## src/hw/rtl/slmc_pkg.sv

```systemverilog
// Shared types, codes and helper functions of the status LED mode controller.
// Depends on nothing; used by every module of the block.
package slmc_pkg;

    // Number of LEDs that are actually kept. The slot count follows the
    // three-bit LED index; slots at or above NUM_LEDS stay off.
    localparam int NUM_LEDS  = 8;
    localparam int LED_SLOTS = 8;

    typedef logic [1:0] opcode_t;
    localparam opcode_t OP_SET_ALL = 2'd0;
    localparam opcode_t OP_SET_ONE = 2'd1;
    localparam opcode_t OP_PROCESS = 2'd2;
    localparam opcode_t OP_READ    = 2'd3;

    typedef logic [2:0] mode_t;
    localparam mode_t MODE_OFF       = 3'd0;
    localparam mode_t MODE_ON        = 3'd1;
    localparam mode_t MODE_ONCE      = 3'd2;
    localparam mode_t MODE_FLASH     = 3'd3;
    localparam mode_t MODE_FLASH_ON  = 3'd4;
    localparam mode_t MODE_FLASH_OFF = 3'd5;

    typedef logic result_kind_t;
    localparam result_kind_t RES_REPORT   = 1'b0;
    localparam result_kind_t RES_READBACK = 1'b1;

    typedef struct packed {
        opcode_t     opcode;
        logic [2:0]  led_index;
        mode_t       led_mode;
        logic [7:0]  status_mask;
        logic        perform_update;
        logic        force_emit;
        logic [31:0] time_now;
    } slmc_in_t;

    typedef struct packed {
        result_kind_t result_kind;
        logic [7:0]   status_bits;
        mode_t        mode_read;
    } slmc_out_t;

    // Commands from the controller to the LED mode bank.
    typedef struct packed {
        logic       set_all;
        logic       set_one;
        logic       advance;
        logic [7:0] mask;
        logic [2:0] index;
        mode_t      mode;
    } bank_ctrl_t;

    function automatic logic mode_is_lit(input mode_t m);
        return (m == MODE_ON) || (m == MODE_ONCE) || (m == MODE_FLASH_ON);
    endfunction

    function automatic mode_t mode_advance(input mode_t m);
        mode_t r;
        r = m;
        case (m)
            MODE_ONCE:      r = MODE_OFF;
            MODE_FLASH:     r = MODE_FLASH_ON;
            MODE_FLASH_ON:  r = MODE_FLASH_OFF;
            MODE_FLASH_OFF: r = MODE_FLASH_ON;
            default:        r = m;
        endcase
        return r;
    endfunction

endpackage

```

## src/hw/rtl/status_led_mode_controller.sv

```systemverilog
// Status LED mode controller: the top level with its input, deadline and result registers.
// Depends on slmc_pkg and slmc_led_bank.
//
// This block keeps a mode for each status LED (off, on, once, flash, flash-on,
// flash-off) and answers four kinds of input transfer: load every LED on or off
// from a mask, set one LED's mode, read one LED's mode back, and a process call
// that carries the current millisecond time. A process call reports a status
// byte when its time is strictly greater than the stored deadline (a plain
// unsigned compare with no wrap handling) or when force_emit is set; on, once
// and flash-on count as lit. With perform_update set the modes then advance,
// and whenever a report fires with a nonzero report_interval the deadline moves
// to time_now plus the interval, modulo 2^32. Mask loads, mode writes and
// process calls that do not fire produce no output transfer; mode codes six and
// seven are ignored on writes. The block accepts one input transfer per clock
// while its results are taken: an accepted item waits in the input register,
// is evaluated there against the current LED modes and deadline, and its result
// is loaded into the output register when the item moves on, which needs the
// output register free or being emptied.
// The output register alone decides stalls: while it holds a result that is
// not taken, the input register may still fill, and s_ready falls only when
// both are occupied. report_interval may be written through cfg_wr_en and
// cfg_wr_data while no item is in flight; it takes effect at once.
module status_led_mode_controller (
    input  logic                aclk,
    input  logic                aresetn,
    input  logic                s_valid,
    output logic                s_ready,
    input  slmc_pkg::slmc_in_t  s_data,
    output logic                m_valid,
    input  logic                m_ready,
    output slmc_pkg::slmc_out_t m_data,
    input  logic                cfg_wr_en,
    input  logic [31:0]         cfg_wr_data
);

    // Input register: the item currently under evaluation.
    logic                in_valid_reg, in_valid_next;
    slmc_pkg::slmc_in_t  in_reg,       in_next;

    // Result register facing the output channel.
    logic                out_valid_reg, out_valid_next;
    slmc_pkg::slmc_out_t out_reg,       out_next;

    // Report scheduling state and configuration.
    logic [31:0] deadline_reg, deadline_next;
    logic [31:0] interval_reg, interval_next;

    logic                 go;
    logic                 is_process;
    logic                 is_read;
    logic                 fire;
    logic                 has_result;
    slmc_pkg::bank_ctrl_t bank_ctrl;
    logic [7:0]           lit_bits;
    slmc_pkg::mode_t      rd_mode;

    // The held item moves on when the result register is free or being
    // emptied in this cycle. Items that give no result move on the same way.
    assign go      = in_valid_reg && (!out_valid_reg || m_ready);
    assign s_ready = !in_valid_reg || go;

    assign is_process = (in_reg.opcode == slmc_pkg::OP_PROCESS);
    assign is_read    = (in_reg.opcode == slmc_pkg::OP_READ);
    assign fire       = (in_reg.time_now > deadline_reg) || in_reg.force_emit;
    assign has_result = is_read || (is_process && fire);

    // LED bank commands take effect only at the cycle the item moves on.
    always_comb begin
        bank_ctrl.set_all = go && (in_reg.opcode == slmc_pkg::OP_SET_ALL);
        bank_ctrl.set_one = go && (in_reg.opcode == slmc_pkg::OP_SET_ONE);
        bank_ctrl.advance = go && is_process && fire && in_reg.perform_update;
        bank_ctrl.mask    = in_reg.status_mask;
        bank_ctrl.index   = in_reg.led_index;
        bank_ctrl.mode    = in_reg.led_mode;
    end

    slmc_led_bank u_led_bank (
        .aclk     (aclk),
        .aresetn  (aresetn),
        .ctrl     (bank_ctrl),
        .lit_bits (lit_bits),
        .rd_mode  (rd_mode)
    );

    // Input register: load on every accepted transfer.
    always_comb begin
        in_valid_next = in_valid_reg;
        in_next       = in_reg;
        if (go) begin
            in_valid_next = 1'b0;
        end
        if (s_valid && s_ready) begin
            in_valid_next = 1'b1;
            in_next       = s_data;
        end
    end

    // The status byte is sampled before the modes advance, which happens at
    // the same clock edge that loads the result register.
    always_comb begin
        out_valid_next = out_valid_reg;
        out_next       = out_reg;
        if (out_valid_reg && m_ready) begin
            out_valid_next = 1'b0;
        end
        if (go) begin
            out_valid_next = has_result;
            if (is_read) begin
                out_next.result_kind = slmc_pkg::RES_READBACK;
                out_next.status_bits = 8'd0;
                out_next.mode_read   = rd_mode;
            end else begin
                out_next.result_kind = slmc_pkg::RES_REPORT;
                out_next.status_bits = lit_bits;
                out_next.mode_read   = slmc_pkg::MODE_OFF;
            end
        end
    end

    // A zero interval leaves the deadline where it is.
    always_comb begin
        deadline_next = deadline_reg;
        if (go && is_process && fire && (interval_reg != 32'd0)) begin
            deadline_next = in_reg.time_now + interval_reg;
        end
    end

    always_comb begin
        interval_next = interval_reg;
        if (cfg_wr_en) begin
            interval_next = cfg_wr_data;
        end
    end

    always_ff @(posedge aclk) begin
        if (!aresetn) begin
            in_valid_reg  <= 1'b0;
            out_valid_reg <= 1'b0;
            deadline_reg  <= 32'd0;
            interval_reg  <= 32'd0;
        end else begin
            in_valid_reg  <= in_valid_next;
            out_valid_reg <= out_valid_next;
            deadline_reg  <= deadline_next;
            interval_reg  <= interval_next;
        end
    end

    // Payload registers carry no reset.
    always_ff @(posedge aclk) begin
        in_reg  <= in_next;
        out_reg <= out_next;
    end

    assign m_valid = out_valid_reg;
    assign m_data  = out_reg;

endmodule

```

## src/hw/rtl/slmc_led_bank.sv

```systemverilog
// Per-LED mode registers with their set, step and lit-status logic.
// Depends on slmc_pkg.
module slmc_led_bank (
    input  logic                aclk,
    input  logic                aresetn,
    input  slmc_pkg::bank_ctrl_t ctrl,
    output logic [7:0]          lit_bits,
    output slmc_pkg::mode_t     rd_mode
);

    slmc_pkg::mode_t mode_reg  [slmc_pkg::LED_SLOTS];
    slmc_pkg::mode_t mode_next [slmc_pkg::LED_SLOTS];

    // Every LED updates independently; slots beyond the LED count never change.
    always_comb begin
        for (int i = 0; i < slmc_pkg::LED_SLOTS; i++) begin
            mode_next[i] = mode_reg[i];
            if (i < slmc_pkg::NUM_LEDS) begin
                if (ctrl.set_all) begin
                    mode_next[i] = ctrl.mask[i] ? slmc_pkg::MODE_ON : slmc_pkg::MODE_OFF;
                end else if (ctrl.set_one && (ctrl.index == 3'(i))
                             && (ctrl.mode <= slmc_pkg::MODE_FLASH_OFF)) begin
                    mode_next[i] = ctrl.mode;
                end else if (ctrl.advance) begin
                    mode_next[i] = slmc_pkg::mode_advance(mode_reg[i]);
                end
            end
        end
    end

    always_ff @(posedge aclk) begin
        for (int i = 0; i < slmc_pkg::LED_SLOTS; i++) begin
            if (!aresetn) begin
                mode_reg[i] <= slmc_pkg::MODE_OFF;
            end else begin
                mode_reg[i] <= mode_next[i];
            end
        end
    end

    always_comb begin
        for (int i = 0; i < slmc_pkg::LED_SLOTS; i++) begin
            lit_bits[i] = slmc_pkg::mode_is_lit(mode_reg[i]);
        end
    end

    assign rd_mode = mode_reg[ctrl.index];

endmodule

```

## config.mk

```make
export PLATFORM = sky130hd
export DESIGN_NAME = status_led_mode_controller
export DESIGN_NICKNAME = d
export VERILOG_FILES = /design/src/hw/rtl/slmc_pkg.sv /design/src/hw/rtl/status_led_mode_controller.sv /design/src/hw/rtl/slmc_led_bank.sv
export SDC_FILE = /design/constraint.sdc
export NUM_CORES = 1
export LEC_CHECK = 0
export BUFFER_PORTS_ARGS = -buffer_cell sky130_fd_sc_hd__buf_2
export CAP_MARGIN = 20
export CORE_MARGIN = 2
export CORE_UTILIZATION = 45
export CTS_CLUSTER_DIAMETER = 40
export DETAILED_ROUTE_END_ITERATION = 10
export PLACE_DENSITY_LB_ADDON = 0.08
export SYNTH_ARGS = -nofsm -noshare
export SYNTH_HDL_FRONTEND = slang
export SYNTH_HIERARCHICAL = 1
export SYNTH_SLANG_ARGS = --single-unit
```

## constraint.sdc

```tcl
create_clock -name aclk -period 3 [get_ports aclk]
set_input_delay 0.3 -clock aclk [delete_from_list [all_inputs] [get_ports aclk]]
set_output_delay 0.3 -clock aclk [all_outputs]
set_load 0.005 [all_outputs]
```

==> results_dict.tcl <==
set metrics [dict create \
    num_io_pins 101 \
    grt-ovfl-total 0 \
    grtUsageTotal_pct 21.7 \
    met1_usage_pct 31.2 \
    worstPathArrival_ns 3.43 \
    crit_slowest_cell "edfxtp_1" \
    grt_pass1_vias 6906 \
    violations "negative setup slack" \
    ys_warn_count 6 \
    tritoncts "done" \
    status "complete, but fails checks" \
    synth-edff-count 62 \
    gp_congestion 0.865 \
    hold_viol 0 \
    largest_reg_flops 36 \
    rows 51 \
    worstMarginPinSlew_ns 1.06 \
    cap_violations 0 \
    clk_pin_slew_ns 0.07 \
    fill_cells 1783 \
    drtIter0Drc 494 \
    timing.final.crit_share_pct 105 \
    io_buffers 100 \
    rsz0062_at_grt "yes" \
    hold_buffers 0 \
    synth_common_cells "90 x dfxtp_1, 63 x ha_1, 62 x edfxtp_1, 62 x nand2_1, 55 x a21oi_1" \
    synthTopCellsByArea "edfxtp_1 21%, dfxtp_1 20%, ha_1 8.8%" \
    synth_cell_types 79 \
    report.final.slew_viol_count 0 \
    timing.fmax_mhz 318 \
    dp.final_hpwl_um 16900 \
    post-synth-top-area-cell "edfxtp_1" \
    finalNetCount 1180 \
    clock-sinks 152 \
    path_buf_inv 1 \
    max_slew_margin_pct 28.8 \
    end_kind "flip-flop" \
    p_leak_nw 4.31 \
    clock_latency_ns 0.43 \
    met3_usage_pct 4.39 \
    synthArstFlopShare_pct 0 \
    first_pass_iters 4 \
    synth_most_common_cell "dfxtp_1" \
    start_kind "flip-flop" \
    synth_nets 1042 \
    drc 0 \
    ys_ff_latch 152 \
    fin_util_pct 56.0 \
    wire_per_inst_um 17.8 \
    finalCriticalPeriod_ns 3.15 \
    setup_tns_ns -0.767 \
    grt_pass1_wl_um 36600 \
    layoutNonFillerInstCount 1307 \
    area_delta_synth_final_pct 21.6 \
    vias 7225 \
    crit_type "flip-flop to flip-flop" \
    start_util_pct 46.0 \
    yosysTopAreaCellShare_pct 20.7 \
    core_area_sq_mm 0.0195 \
    cp_top_family "simple AND/OR/NAND/NOR gates" \
    skew_ns 0.00839 \
    synth_cells 891 \
    setup_viol 9 \
    grt_max_degree 76 \
    syn_area_per_cell_sq_um 10.1 \
    synth-main-ff-cell "dfxtp_1" \
    drive_above_1_share_pct 25.8 \
    cts_buffers 17 \
    critical-path-max-stage-delay_ns 0.41 \
    power_density_mw_per_mm2 503 \
    antenna_found_initial 0 \
    final_antenna_net_count 0 \
    root_buffer "clkbuf_16" \
    cpMostUsedCell "nor3b_4" \
    path_cells "ha_1 -> nand3_1 -> nor4_4 -> and2_4 -> nor3b_4 -> or3_4 -> a21oi_4 -> nor3b_4 -> buf_12 -> a21bo_4 -> a211oi_2 -> o221ai_1" \
    netlist_area_sq_mm 0.00899 \
    die_area_sq_mm 0.0211 \
    setup_slack_ns -0.146 \
    diodes 0 \
    clock_path_buffers 2 \
    dp.cells 1265 \
    cts.htree.levels 4 \
    path_max_fanout 7 \
    die_w_um 145 \
    routed_wl_um 23300 \
    seq_area_frac_synth_pct 40.8 \
    top_usage_layer "met2" \
    routed_via_density 5.53 \
    met2_usage_pct 33.6 \
    ir_worst_vdd_mv 0.405 \
    die_h_um 145 \
    hold_path.class "input port to flip-flop" \
    worst_ep_required_time_ns 3.28 \
]
-- layout by cell type (no fill, tap or decap), types with 13 or more instances in the layout --
cell         n
nand4_1     13
o21ai_0     27
clkbuf_16   19
dfxtp_1     90
nor2_1      18
mux2i_1     40
a21oi_1     53
edfxtp_1    62
buf_2      100
inv_1       47
nand3_1     35
ha_1        61
buf_4       51
nor3_1      20
nand2_1     62
xnor2_1     21
nor2b_1     52
and2_1      16
-- through the flow --
step,instance area [sq um],worst slack [ns],hold slack (ns),power (mW)
2_1_floorplan,8990,0.00975,0.399,2.95
3_3_place_gp,9940,-0.0185,0.454,3.23
3_5_place_dp,9940,-0.150,0.462,3.23
4_1_cts,10600,-0.0386,0.0230,5.51
5_1_grt,10900,-0.265,0.0115,5.74
6_report,10900,-0.146,0.0378,5.50
-- layout make-up --
type / count / area [sq um] / share of cell area [%]
Multi-Input combinational cell: 654 / 5150 / 47.1
Sequential cell: 152 / 3660 / 33.5
Timing Repair Buffer: 157 / 996 / 9.11
Clock buffer: 17 / 425 / 3.89
Tap cell: 265 / 332 / 3.03
Clock inverter: 15 / 190 / 1.74
Inverter: 47 / 176 / 1.61
-- logic make-up after synthesis --
family / synth area share (%)
adders and majority gates: 8.99
DFF: 40.8
muxes: 6.79
buffers and inverters: 4.90
AOI/OAI and AO/OA: 17.1
and+or+nand+nor: 18.3
xor gates and xnor gates: 3.22
-- timing repair --
item	CTS	global route
gates cloned	0	2
buffers inserted	4	4
pin swaps	3	27
resized for setup	10	39
setup endpoints to repair	12	20
-- path summary, 6_finish.rpt --
check / startpoint / end / slack [ns] / cells after the start
worst max-delay path: in_reg[21] / u_led_bank/mode_reg[2][0] / -0.15 / 12
worst min-delay path: s_data[34] / bank_ctrl[6] / 0.04 / 1
worst max register to register: in_reg[21] / u_led_bank/mode_reg[2][0] / -0.15 / 12
worst min register to register: deadline_reg[18] / deadline_reg[18] / 0.47 / 2
-- power by group --
| part | leakage (nW) | switching [mW] | total (mW) | internal (mW) |
|---|---|---|---|---|
| registers | 1.34 | 0.103 | 2.37 | 2.26 |
| logic | 2.67 | 0.460 | 0.871 | 0.411 |
| clock network | 0.293 | 0.935 | 2.26 | 1.33 |
| total | 4.31 | 1.50 | 5.50 | 4.00 |
-- routing by layer --
metal  routed length [um]  part of all wire [%]
met1                11300                    49
met2                10400                    45
met3                 1210                   5.2
met4                  327                   1.4
met5                    0                     0
Note: power is estimated with default switching activity, not from simulation.
